`src/hw/rtl/nqls_pkg.sv`:
```
package nqls_pkg;

  // Widths fixed by the register and field definitions.
  localparam int unsigned CNT_W       = 6;   // sizes, counts, depth, tries
  localparam int unsigned ROW_W       = 6;   // internal row value
  localparam int unsigned IN_ROW_W    = 5;   // start_row field
  localparam int unsigned OUT_ROW_W   = 5;   // row field
  localparam int unsigned LIM_W       = 16;  // step_limit and step counter
  localparam int unsigned CFG_DATA_W  = 16;
  localparam int unsigned CFG_IDX_W   = 1;
  localparam int unsigned IN_TDATA_W  = 8;
  localparam int unsigned OUT_TDATA_W = 8;

  localparam int unsigned MAX_SIZE_DEF = 32;

  localparam logic [CNT_W-1:0] BOARD_SIZE_RST = CNT_W'(8);
  localparam logic [LIM_W-1:0] STEP_LIMIT_RST = LIM_W'(64);

  typedef enum logic [CFG_IDX_W-1:0] {
    REG_BOARD_SIZE = 1'b0,
    REG_STEP_LIMIT = 1'b1
  } reg_idx_e;

  typedef enum logic [8:0] {
    S_IDLE    = 9'b000000001,
    S_ENTER   = 9'b000000010,
    S_ENTER_W = 9'b000000100,
    S_CHK     = 9'b000001000,
    S_CMP     = 9'b000010000,
    S_ADV     = 9'b000100000,
    S_BACK    = 9'b001000000,
    S_OUT_RD  = 9'b010000000,
    S_OUT_W   = 9'b100000000
  } state_e;

  // A stored row at or above the board size reads as row zero.
  function automatic logic [ROW_W-1:0] fix_row(input logic [ROW_W-1:0] v,
                                               input logic [CNT_W-1:0] sz);
    logic [ROW_W-1:0] r;
    r = (v >= sz) ? '0 : v;
    return r;
  endfunction

endpackage

```
`src/hw/rtl/nqls_ram.sv`:
```
module nqls_ram #(
  parameter int unsigned WIDTH = 8,
  parameter int unsigned DEPTH = 32
) (
  input  logic                          clk_i,
  input  logic                          we_i,
  input  logic [((DEPTH > 1) ? $clog2(DEPTH) : 1)-1:0] waddr_i,
  input  logic [WIDTH-1:0]              wdata_i,
  input  logic                          re_i,
  input  logic [((DEPTH > 1) ? $clog2(DEPTH) : 1)-1:0] raddr_i,
  output logic [WIDTH-1:0]              rdata_o
);

  logic [WIDTH-1:0] mem_q [DEPTH];
  logic [WIDTH-1:0] rdata_q;

  always_ff @(posedge clk_i) begin
    if (we_i) begin
      mem_q[waddr_i] <= wdata_i;
    end
    if (re_i) begin
      rdata_q <= mem_q[raddr_i];
    end
  end

  assign rdata_o = rdata_q;

endmodule

```
`src/hw/rtl/n_queens_limited_search.sv`:
```
// Bounded depth-first N-queens search.
//
// Input stream (s_axis_*): one transaction per column carries that column's
// starting row, in column order, accepted one per cycle while the block is
// loading. The transaction that completes board_size columns starts the
// search; s_axis_tready stays low until the search and all but the last
// result are done.
// Output stream (m_axis_*): one transaction per column with the final row in
// tdata, the found flag in tuser and tlast on the final column.
// Configuration: cfg_we_i writes board_size (index 0) or step_limit (index 1)
// at a rising edge; write only while the block is idle.
// One shared clash checker reads one earlier column at a time in S_CHK
// and S_CMP; entering a column passes S_ENTER and S_ENTER_W, a row advance
// S_ADV and a backtrack S_BACK. Advances are bounded by step_limit and by
// board_size tries per column. Each result then passes through the memory
// read port and the output register.
// Reset clears the control state, the load count and the output valid and
// restores board_size to 8 and step_limit to 64; the row memories need no
// clearing. A stalled receiver holds the output register and the block waits;
// loading of the next board already runs while the last result waits.
module n_queens_limited_search #(
  parameter int unsigned MAX_SIZE = nqls_pkg::MAX_SIZE_DEF
) (
  input  logic                                 clk_i,
  input  logic                                 rst_ni,
  // Input: [4:0] start_row, [7:5] zero.
  input  logic                                 s_axis_tvalid,
  output logic                                 s_axis_tready,
  input  logic [nqls_pkg::IN_TDATA_W-1:0]      s_axis_tdata,
  // Output: [4:0] row, [7:5] zero.
  output logic                                 m_axis_tvalid,
  input  logic                                 m_axis_tready,
  output logic [nqls_pkg::OUT_TDATA_W-1:0]     m_axis_tdata,
  // Output flag: [0] found.
  output logic                                 m_axis_tuser,
  output logic                                 m_axis_tlast,
  input  logic                                 cfg_we_i,
  input  logic [nqls_pkg::CFG_IDX_W-1:0]       cfg_idx_i,
  input  logic [nqls_pkg::CFG_DATA_W-1:0]      cfg_data_i
);

  localparam int unsigned IDX_W = (MAX_SIZE > 1) ? $clog2(MAX_SIZE) : 1;
  localparam int unsigned CW    = nqls_pkg::CNT_W;
  localparam int unsigned RW    = nqls_pkg::ROW_W;
  localparam int unsigned LW    = nqls_pkg::LIM_W;

  nqls_pkg::state_e state_q, state_d;

  logic [CW-1:0]    bs_q;
  logic [LW-1:0]    sl_q;
  logic [CW-1:0]    lc_q, lc_d;
  logic [IDX_W-1:0] wr_ptr_q, wr_ptr_d;
  logic [CW-1:0]    d_q, d_d;
  logic [CW-1:0]    x_q, x_d;
  logic [CW-1:0]    k_q, k_d;
  logic [LW-1:0]    step_q, step_d;
  logic [RW-1:0]    row_q, row_d;
  logic [CW-1:0]    tries_q, tries_d;
  logic             found_q, found_d;

  logic                 out_v_q;
  logic [nqls_pkg::OUT_ROW_W-1:0] out_row_q;
  logic                 out_found_q;
  logic                 out_last_q;
  logic                 out_load;

  logic [CW-1:0]    size;
  logic [CW-1:0]    lc_inc;
  logic [IDX_W-1:0] wr_ptr_inc;
  logic [CW-1:0]    dm1;
  logic [CW-1:0]    col_gap;
  logic [RW-1:0]    prev_row;
  logic             clash;
  logic             step_ok;
  logic [CW-1:0]    tries_dec;
  logic [RW-1:0]    row_nxt;
  logic [CW-1:0]    k_inc;

  logic             pos_we, pos_re;
  logic [IDX_W-1:0] pos_waddr, pos_raddr;
  logic [RW-1:0]    pos_wdata, pos_rdata;
  logic             tries_we, tries_re;
  logic [CW-1:0]    tries_rdata;

  // Effective board size: zero counts as one, large values clamp to the
  // memory depth.
  always_comb begin
    if (bs_q == '0) begin
      size = CW'(1);
    end else if ({1'b0, bs_q} > (CW + 1)'(MAX_SIZE)) begin
      size = CW'(MAX_SIZE);
    end else begin
      size = bs_q;
    end
  end

  assign lc_inc     = lc_q + CW'(1);
  assign wr_ptr_inc = (wr_ptr_q == IDX_W'(MAX_SIZE - 1)) ? '0 : wr_ptr_q + IDX_W'(1);
  assign dm1        = d_q - CW'(1);
  assign k_inc      = k_q + CW'(1);

  // Shared clash test of the current row against one earlier column.
  assign col_gap  = d_q - x_q;
  assign prev_row = nqls_pkg::fix_row(pos_rdata, size);
  assign clash    = (prev_row == row_q) ||
                    ({1'b0, prev_row} == {1'b0, row_q} + {1'b0, col_gap}) ||
                    ({1'b0, row_q} == {1'b0, prev_row} + {1'b0, col_gap});

  assign step_ok   = ({1'b0, step_q} + (LW + 1)'(1)) < {1'b0, sl_q};
  assign tries_dec = tries_q - CW'(1);
  assign row_nxt   = ({1'b0, row_q} + (RW + 1)'(1) == {1'b0, size}) ? '0 : row_q + RW'(1);

  always_comb begin
    state_d   = state_q;
    lc_d      = lc_q;
    wr_ptr_d  = wr_ptr_q;
    d_d       = d_q;
    x_d       = x_q;
    k_d       = k_q;
    step_d    = step_q;
    row_d     = row_q;
    tries_d   = tries_q;
    found_d   = found_q;
    out_load  = 1'b0;
    pos_we    = 1'b0;
    pos_waddr = d_q[IDX_W-1:0];
    pos_wdata = row_q;
    pos_re    = 1'b0;
    pos_raddr = d_q[IDX_W-1:0];
    tries_we  = 1'b0;
    tries_re  = 1'b0;

    case (state_q)
      nqls_pkg::S_IDLE: begin
        if (s_axis_tvalid) begin
          pos_we    = 1'b1;
          pos_waddr = wr_ptr_q;
          pos_wdata = RW'(s_axis_tdata[nqls_pkg::IN_ROW_W-1:0]);
          if (lc_inc >= size) begin
            lc_d     = '0;
            wr_ptr_d = '0;
            d_d      = '0;
            step_d   = '0;
            state_d  = nqls_pkg::S_ENTER;
          end else begin
            lc_d     = lc_inc;
            wr_ptr_d = wr_ptr_inc;
          end
        end
      end
      nqls_pkg::S_ENTER: begin
        if (d_q >= size) begin
          found_d = 1'b1;
          k_d     = '0;
          state_d = nqls_pkg::S_OUT_RD;
        end else begin
          pos_re  = 1'b1;
          tries_d = size;
          state_d = nqls_pkg::S_ENTER_W;
        end
      end
      nqls_pkg::S_ENTER_W: begin
        row_d   = nqls_pkg::fix_row(pos_rdata, size);
        x_d     = '0;
        state_d = nqls_pkg::S_CHK;
      end
      nqls_pkg::S_CHK: begin
        if (x_q == d_q) begin
          // No clash with any earlier column: keep this row and go deeper.
          pos_we   = 1'b1;
          tries_we = 1'b1;
          d_d      = d_q + CW'(1);
          state_d  = nqls_pkg::S_ENTER;
        end else begin
          pos_re    = 1'b1;
          pos_raddr = x_q[IDX_W-1:0];
          state_d   = nqls_pkg::S_CMP;
        end
      end
      nqls_pkg::S_CMP: begin
        if (clash) begin
          state_d = nqls_pkg::S_ADV;
        end else begin
          x_d     = x_q + CW'(1);
          state_d = nqls_pkg::S_CHK;
        end
      end
      nqls_pkg::S_ADV: begin
        row_d   = row_nxt;
        tries_d = tries_dec;
        if (tries_dec != '0 && step_ok) begin
          step_d  = step_q + LW'(1);
          x_d     = '0;
          state_d = nqls_pkg::S_CHK;
        end else begin
          // Column gives up: store its advanced row, then fail or backtrack.
          pos_we    = 1'b1;
          pos_wdata = row_nxt;
          if (d_q == '0) begin
            found_d = 1'b0;
            k_d     = '0;
            state_d = nqls_pkg::S_OUT_RD;
          end else begin
            d_d       = dm1;
            pos_re    = 1'b1;
            pos_raddr = dm1[IDX_W-1:0];
            tries_re  = 1'b1;
            state_d   = nqls_pkg::S_BACK;
          end
        end
      end
      nqls_pkg::S_BACK: begin
        row_d   = pos_rdata;
        tries_d = tries_rdata;
        state_d = nqls_pkg::S_ADV;
      end
      nqls_pkg::S_OUT_RD: begin
        if (!out_v_q || m_axis_tready) begin
          pos_re    = 1'b1;
          pos_raddr = k_q[IDX_W-1:0];
          state_d   = nqls_pkg::S_OUT_W;
        end
      end
      nqls_pkg::S_OUT_W: begin
        out_load = 1'b1;
        k_d      = k_inc;
        state_d  = (k_inc == size) ? nqls_pkg::S_IDLE : nqls_pkg::S_OUT_RD;
      end
      default: begin
        state_d = nqls_pkg::S_IDLE;
      end
    endcase
  end

  always_ff @(posedge clk_i or negedge rst_ni) begin
    if (!rst_ni) begin
      state_q  <= nqls_pkg::S_IDLE;
      bs_q     <= nqls_pkg::BOARD_SIZE_RST;
      sl_q     <= nqls_pkg::STEP_LIMIT_RST;
      lc_q     <= '0;
      wr_ptr_q <= '0;
      d_q      <= '0;
      x_q      <= '0;
      k_q      <= '0;
      step_q   <= '0;
      found_q  <= 1'b0;
      out_v_q  <= 1'b0;
    end else begin
      state_q  <= state_d;
      lc_q     <= lc_d;
      wr_ptr_q <= wr_ptr_d;
      d_q      <= d_d;
      x_q      <= x_d;
      k_q      <= k_d;
      step_q   <= step_d;
      found_q  <= found_d;
      if (cfg_we_i) begin
        case (nqls_pkg::reg_idx_e'(cfg_idx_i))
          nqls_pkg::REG_BOARD_SIZE: bs_q <= cfg_data_i[CW-1:0];
          nqls_pkg::REG_STEP_LIMIT: sl_q <= cfg_data_i[LW-1:0];
          default: ;
        endcase
      end
      if (out_load) begin
        out_v_q <= 1'b1;
      end else if (m_axis_tready) begin
        out_v_q <= 1'b0;
      end
    end
  end

  // Working row, tries and output payload carry no reset.
  always_ff @(posedge clk_i) begin
    row_q   <= row_d;
    tries_q <= tries_d;
    if (out_load) begin
      out_row_q   <= prev_row[nqls_pkg::OUT_ROW_W-1:0];
      out_found_q <= found_q;
      out_last_q  <= (k_inc == size);
    end
  end

  nqls_ram #(
    .WIDTH (RW),
    .DEPTH (MAX_SIZE)
  ) u_pos_ram (
    .clk_i   (clk_i),
    .we_i    (pos_we),
    .waddr_i (pos_waddr),
    .wdata_i (pos_wdata),
    .re_i    (pos_re),
    .raddr_i (pos_raddr),
    .rdata_o (pos_rdata)
  );

  nqls_ram #(
    .WIDTH (CW),
    .DEPTH (MAX_SIZE)
  ) u_tries_ram (
    .clk_i   (clk_i),
    .we_i    (tries_we),
    .waddr_i (d_q[IDX_W-1:0]),
    .wdata_i (tries_q),
    .re_i    (tries_re),
    .raddr_i (dm1[IDX_W-1:0]),
    .rdata_o (tries_rdata)
  );

  assign s_axis_tready = (state_q == nqls_pkg::S_IDLE);
  assign m_axis_tvalid = out_v_q;
  assign m_axis_tdata  = {(nqls_pkg::OUT_TDATA_W - nqls_pkg::OUT_ROW_W)'(0), out_row_q};
  assign m_axis_tuser  = out_found_q;
  assign m_axis_tlast  = out_last_q;

endmodule

```
`config.mk`:
```
export PLATFORM = sky130hd
export DESIGN_NAME = n_queens_limited_search
export DESIGN_NICKNAME = d
export VERILOG_FILES = /design/src/hw/rtl/nqls_pkg.sv /design/src/hw/rtl/nqls_ram.sv /design/src/hw/rtl/n_queens_limited_search.sv
export SDC_FILE = /design/constraint.sdc
export NUM_CORES = 1
export LEC_CHECK = 0
export BUFFER_PORTS_ARGS = -buffer_cell sky130_fd_sc_hd__buf_4
export CORE_ASPECT_RATIO = 0.75
export CORE_MARGIN = 3
export CORE_UTILIZATION = 63
export DETAILED_ROUTE_END_ITERATION = 6
export PLACE_DENSITY = 0.78
export SLEW_MARGIN = 0
export SYNTH_ARGS = -nofsm -noshare
export SYNTH_HDL_FRONTEND = slang
export SYNTH_SLANG_ARGS = --single-unit
export TNS_END_PERCENT = 1
```
`constraint.sdc`:
```
create_clock -name clk_i -period 6.7 [get_ports clk_i]
set_clock_uncertainty 0.15 [all_clocks]
set_input_delay 0.67 -clock clk_i [delete_from_list [all_inputs] [get_ports clk_i]]
set_output_delay 0.67 -clock clk_i [all_outputs]
set_load 0.03 [all_outputs]
```
## Word level (Yosys, flattened, before mapping)

Memory sizes are Yosys's and may differ from the RTL's. A register that Yosys moved wholly into a read port is not among the register bits.
Cells that the tools add are included.

| storage, ports and cells | value |
|---|---|
| register bits | 97 |
| bits in writable memories | 384 |
| input port bits | 30 |
| memories | 2 |

| cells by class | value |
|---|---|
| add/subtract/negate cells | 14 |
| order comparisons | 5 |
| equal/unequal tests | 27 |
| mux-type cells | 70 |
| bitwise gates (word level) | 1 |
| reductions and logical operators | 26 |

Memory list:

| memory | words | bits a word | read ports | clocked after Yosys merged registers in | write ports | RTL line | source |
|---|---|---|---|---|---|---|---|
| u_pos_ram.mem_q | 32 | 6 | 1 | 1 | 1 | nqls_ram.sv:14 | `logic [WIDTH-1:0] mem_q [DEPTH];` |
| u_tries_ram.mem_q | 32 | 6 | 1 | 1 | 1 | nqls_ram.sv:14 |  |

Operators by type and width:

| operator | count |
|---|---|
| 2-to-1 mux 6 bit | 19 |
| one-hot mux 6 bit (3 select lines) | 5 |
| one-hot mux 9 bit (9 select lines) | 1 |
| 2-to-1 mux 16 bit | 3 |
| 2-to-1 mux 5 bit | 9 |
| 2-to-1 mux 8 bit | 4 |
| one-hot mux 16 bit (2 select lines) | 1 |
| adder 6 x 1 -> 6 bit (second input constant) | 5 |
| 2-to-1 mux 9 bit | 3 |
| 2-to-1 mux 1 bit | 20 |
| inequality test 2 bit (second input constant) | 10 |
| equality test 6 bit | 3 |
| >= comparator 6 bit | 3 |
| adder 16 x 1 -> 17 bit (second input constant) | 1 |
| < comparator 17 x 16 -> 1 bit | 1 |
| adder 16 x 1 -> 16 bit (second input constant) | 1 |
| one-hot mux 5 bit (3 select lines) | 1 |
| nonzero test 3 bit | 5 |
| adder 6 x 6 -> 7 bit | 2 |
| equality test 6 x 7 -> 1 bit | 2 |
| logical NOT 6 bit | 2 |
| one-hot mux 6 bit (2 select lines) | 1 |
| AND reduction 4 bit | 3 |
| subtractor 6 x 1 -> 6 bit (second input constant) | 2 |
| other kinds (28) | 36 |

## Logic depth before layout (Yosys ltp)

| logic depth | value |
|---|---|
| depth after elaboration | 10 |
| depth in mapped cells | 22 |
| gate-level depth less buffers | 20 |

## Cells and area by module

Synthesis repeated with hierarchy kept, for this count alone.

| unflattened totals | value |
|---|---|
| cell total of the unflattened synthesis | 1457 |
| area, all modules | 22599.2 um^2 |

By module, submodules not included:

| module | times used | cells an instance | area an instance (um^2) | seq. area each (um^2) |
|---|---|---|---|---|
| nqls_ram | 2 | 323 | 7649.8 | 5945.7 |
| n_queens_limited_search | 1 | 811 | 7299.5 | 2526.2 |

## Worst setup path after synthesis

OpenSTA, ideal clock, no wires.

| timing | value |
|---|---|
| path kind | register -> register |
| from | reg d_q[0] |
| to | reg x_q[0] |
| library setup time | 0.125 ns |
| data arrival time | 4.781 ns |
| required time | 6.425 ns |
| slack | 1.644 ns |
| stages on the path, launching flop included | 18 |
| path buffers | 4 |
| period minus slack after synthesis | 5.056 ns |
| path through | dfrtp_1 -> clkbuf_1 -> buf_1 -> clkbuf_1 -> inv_1 -> ha_1 -> inv_1 -> fa_1 -> fa_1 -> a21oi_1 -> nor2_1 -> nor2_1 -> xor2_1 -> or4bb_1 -> a2111oi_0 -> buf_2 -> nor2_1 -> mux2_2 |

| on the way | value |
|---|---|
| longest elaborated chain between the ends | 7 |
| elaborated cells on any way between the ends | 9 |
| those cells by class | add/sub (3); eq/ne (3); reduce/logical (3) |

RTL lines:

| item | RTL line | source |
|---|---|---|
| start: declaration | n_queens_limited_search.sv:53 | `logic [CW-1:0] d_q, d_d;` |
| start signal: assignment | n_queens_limited_search.sv:242 | `d_q <= '0;` |
| start signal: assignment | n_queens_limited_search.sv:252 | `d_q <= d_d;` |
| subtractor 6 bit * | n_queens_limited_search.sv:103 | `assign col_gap = d_q - x_q;` |
| adder 6 x 6 -> 7 bit | n_queens_limited_search.sv:106 | `({1'b0, prev_row} == {1'b0, row_q} + {1'b0, col_gap}) \|\|` |
| equality test 6 x 7 -> 1 bit | n_queens_limited_search.sv:106 |  |
| logical OR 1 bit | n_queens_limited_search.sv:105 | `assign clash = (prev_row == row_q) \|\|` |
| logical OR 1 bit * | n_queens_limited_search.sv:106 |  |
| inequality test 2 bit (no line) * | n/a |  |
| AND reduction 3 bit (no line) * | n/a |  |
| end signal: assignment | n_queens_limited_search.sv:243 | `x_q <= '0;` |
| end signal: assignment | n_queens_limited_search.sv:253 | `x_q <= x_d;` |
| end: declaration | n_queens_limited_search.sv:54 | `logic [CW-1:0] x_q, x_d;` |

Every way passes the cells marked *; elsewhere a longest branch is shown, timed or not.
A chain may end at the register's enable or synchronous reset.

## Final worst setup path

| timing | value |
|---|---|
| from | reg bs_q[5] |
| to | reg x_q[4] |

| on the way | value |
|---|---|
| longest elaborated chain between the ends | 10 |
| elaborated cells on any way between the ends | 14 |
| those cells by class | add/sub (1); order compare (2); eq/ne (4); mux (3); reduce/logical (4) |

RTL lines:

| item | RTL line | source |
|---|---|---|
| start: declaration | n_queens_limited_search.sv:49 | `logic [CW-1:0] bs_q;` |
| start signal: assignment | n_queens_limited_search.sv:238 | `bs_q <= nqls_pkg::BOARD_SIZE_RST;` |
| start signal: assignment | n_queens_limited_search.sv:259 | `nqls_pkg::REG_BOARD_SIZE: bs_q <= cfg_data_i[CW-1:0];` |
| > comparator 6 bit | n_queens_limited_search.sv:90 | `end else if ({1'b0, bs_q} > (CW + 1)'(MAX_SIZE)) begin` |
| 2-to-1 mux 6 bit | n_queens_limited_search.sv:90 |  |
| 2-to-1 mux 6 bit * | n_queens_limited_search.sv:88 | `if (bs_q == '0) begin` |
| >= comparator 6 bit * | nqls_pkg.sv:40 | `r = (v >= sz) ? '0 : v;` |
| 2-to-1 mux 6 bit * | nqls_pkg.sv:40 |  |
| net prev_row[1] | n_queens_limited_search.sv:72 | `logic [RW-1:0] prev_row;` |
| adder 6 x 6 -> 7 bit, or another cell as far along | n_queens_limited_search.sv:107 | `({1'b0, row_q} == {1'b0, prev_row} + {1'b0, col_gap});` |
| equality test 6 x 7 -> 1 bit or logical OR 1 bit (tied branches) | n_queens_limited_search.sv:107, n_queens_limited_search.sv:105 |  |
| logical OR 1 bit * | n_queens_limited_search.sv:106 |  |
| inequality test 2 bit (no line) * | n/a |  |
| AND reduction 3 bit (no line) * | n/a |  |

Mark *: on every way through the listed nets, which the timed path passes. The rest lies on a longest branch.

==> parameters.txt <==
Parameter                              Value

Status
  Result of the run    complete, but fails checks
  Violated checks    DRC

Detailed routing
  Drt first-iter violations    ~2100
  Number of nets with antenna violations after routing    0
  Routed vias    14500
  Routed wire per std cell    ~24 um
  Via density    around 6.5
  Total Wirelength    between 50 and 60 mm
  Number of detailed-routing iterations run before antenna repair    7
  DRC violation count after routing    11

Clock network
  TritonCTS clock tree    done
  Root buffer selected by CTS    clkbuf_16
  CTS sink cnt    around 490
  Post-CTS Resized    0
  Number of buffers inserted during clock tree synthesis    46
  Level count of the clock H-tree    2
  Clock-pin slew of the registers on the worst-case setup and hold paths    approximately 0.07 ns
  Max Root-Sink Buffers    3
  Source-to-sink clock delay at the later pin of the worst-skew pair    0.58 ns
  Post-CTS setup buffer count    0

Hold path
  Hold/Removal Path Class    in -> reg
  Beginning of the worst hold path    cfg_data_i[6]

Timing
  Total count of hold-check failures in the final report    0
  Unrepaired setup endpoints after global routing    no
  Period Utilization, post-route    between 80% and 90%
  Crit path time final    ~5.6 ns
  Final max-slew violation count    0
  Rel. slew slack    12.6%
  Highest clock rate    roughly 180 MHz
  Final-layout setup total negative slack    0 ns
  Slew of the pin with the lowest slew margin    1.31 ns
  Final setup viols    0

Floorplanning
  Core Box Area    roughly 35000 um2
  Die footprint    just under 40000 um2
  Initial core utilization    about two thirds
  Standard-cell row count    between 50 and 60
  I/O pin cnt    42
  Die X    approximately 230 um
  Overall die height    about 170 um

Setup path
  Crit Reg-Reg Startpoint    bs_q[5]
  Crit path max-delay cell type    or4_1
  Required time at the endpoint of the critical path    approximately 7.0 ns
  Data arrival, critical path    5.91 ns
  CP Cell Sequence    clkinv_1 > o21ai_0 > buf_4 > inv_1 > ha_1 > nand2b_1 > a21o_1 > a21o_1 > a21oi_1 > o21a_1 > and2_1 > ha_1 > a21o_1 > a21o_1 > a21o_1 > a21oi_1 > xnor2_1 > o2111ai_1 > nand3_1 > or4_1 > a21oi_1
  Flop-to-flop setup slack    approximately 1.1 ns
  Endpoint class of the critical path    flip-flop
  Worst-path maximum fanout    12
  Worst Path Buf+Inv    3
  Startpoint Class    flip-flop
  Critical Path Most Common Cell    a21o_1
  Delay of the slowest critical-path stage    0.57 ns
  Worst Path Class, Setup    reg -> reg
  Critical path's top delay family    compound AO/OA/AOI/OAI gates
  Worst setup path startpoint    bs_q[5]

Pwr
  Power density normalized to cell area    ~290 nW/um2
  Peak supply drop    233 uV
  Total leakage power    8.83 nW

Global route
  Antenna violations before repair    0
  Number of global-route vias before repair    ~14000
  First-pass GRT wire length    between 80 and 90 mm
  Largest net degree at the start of global routing    between 70 and 80
  GRT Total Usage    around 28%
  Overflow left after global routing    0

Synthesis
  Most used flip-flop cell after synthesis    edfxtp_1
  Cell area after synthesis    between 20000 and 25000 um2
  Mapped Avg Cell Area    13.3 um2
  Synthesized flop and latch total    roughly 490
  Number of synthesized flops with an enable pin    between 400 and 500
  Async set-reset flop share out of synthesis    15.8%
  Number of distinct standard cells referenced by the synthesized netlist    79
  Count of mapped cells out of synthesis    about 1700
  Seq/Total Area, Yosys    63.4%
  Synthesis warning total    0

Placed design
  Post-placement cell area    23400 um2
  Detailed placement HPWL    33.8 mm
  Routability cong.    about 0.89
  I/O Buffers    35

Cells and area
  Number of inserted diodes    0
  Highest-count cells in the layout ignoring fill and taps    edfxtp_1, nand2_1, nor2_1
  # nets final    between 1500 and 2000
  Fraction of layout cells with a size suffix above 1    14.3%
  Design Area, Final    between 20000 and 25000 um2
  Commonest non-fill, non-tap cell in the layout    edfxtp_1
  Final core occ    70.9%
  Area growth from synthesis to layout    9.55%

Flow run
  Maxcap violations    0
-- routing by layer --
layer,track usage [%],vias up,share of wire (%)
li1,-,6479,-
met1,41.2,7136,42
met2,42.0,781,45
met3,6.69,105,11
met4,7.37,0,2.3
met5,0,-,0
-- stage by stage --
stage	setup slack, ns	power (mW)	cells	hold WS, ns
6_report	1.12	7.22	2223	0.187
5_1_grt	0.772	7.46	2223	0.181
4_1_cts	1.20	7.22	2223	0.174
3_5_place_dp	1.23	4.62	2136	0.340
3_3_place_gp	1.37	4.58	2136	0.341
2_1_floorplan	1.64	4.30	1709	0.224
-- path summary, 6_finish.rpt --
| check | end | cells after the start |
|---|---|---|
| max | x_q[4] | 21 |
| min | sl_q[6] | 2 |
| max reg2reg | x_q[4] | 21 |
| min reg2reg | bs_q[0] | 1 |
| max in group asynchronous | d_q[0] | 3 |
| min in group asynchronous | sl_q[5] | 2 |
-- registers in the layout, summed over array words and instances, names as in the netlist, 9 cells and up --
register / count
u_pos_ram.mem_q: 192
step_q: 16
sl_q: 16
u_tries_ram.mem_q: 192
state_q: 9
-- cells by family (layout without fill, tap and decap cells) --
logic type | count (synthesis) | in the layout | share of synthesized area (%)
simple gates | 610 | 610 | 12.5
mux | 102 | 102 | 7.95
compound gates | 240 | 240 | 7.34
buf+inv | 131 | 188 | 2.59
fa+ha+maj | 66 | 66 | 3.73
flops | 493 | 493 | 63.4
other cells | 1 | 3 | 0.0165
xor+xnor | 64 | 64 | 2.46
-- timing repair --
action / 4_1_cts / 5_1_grt
hold buffers: 1 / 0
hold endpoints to repair: 33 / 0
setup endpoints to repair: 0 / 0
-- worst register-to-register path: cells and delay by family (launching register included) --
kind	cells	cell delay, ns
and+or+nand+nor	4	1.34
AOI/OAI and AO/OA	11	2.31
xor gates and xnor gates	1	0.09
adders and majority gates	2	0.55
DFF	1	0.39
buffers and inverters	3	0.66
-- layout make-up --
class	count	area, um2
repair buffers	57	443
fillers	2306	10200
flip-flops and latches	493	14400
multi-input cells	1085	7800
clock buffers	53	1200
well taps	457	572
inverters	45	169
clock inverters	33	323
-- cell usage after synthesis, types with 12 or more instances --
cell | count | share of area, %
xor2_1 | 28 | 1.1
buf_2 | 21 | 0.46
clkbuf_1 | 47 | 0.78
dfrtp_1 | 75 | 8.2
inv_1 | 44 | 0.73
edfxtp_1 | 415 | 55
a21o_1 | 20 | 0.66
a22o_1 | 19 | 0.73
nor2_1 | 103 | 1.7
a21oi_1 | 41 | 0.90
a31oi_1 | 20 | 0.55
xnor2_1 | 36 | 1.4
o21ai_0 | 56 | 1.2
ha_1 | 63 | 3.5
nand4_1 | 40 | 1.1
mux4_2 | 60 | 5.9
nand3_1 | 90 | 2.0
nand2_1 | 266 | 4.4
mux2i_1 | 12 | 0.53
a32oi_1 | 14 | 0.54
mux2_2 | 30 | 1.5
nor3_1 | 13 | 0.29
o31ai_1 | 13 | 0.43
-- power breakdown --
part	internal [mW]	leakage, nW	switching, mW	total [mW]
registers	3.54	4.76	0.132	3.67
clock network	1.49	0.727	1.15	2.64
logic	0.320	3.34	0.591	0.911
No activity file was read; power rests on OpenSTA's default activity.
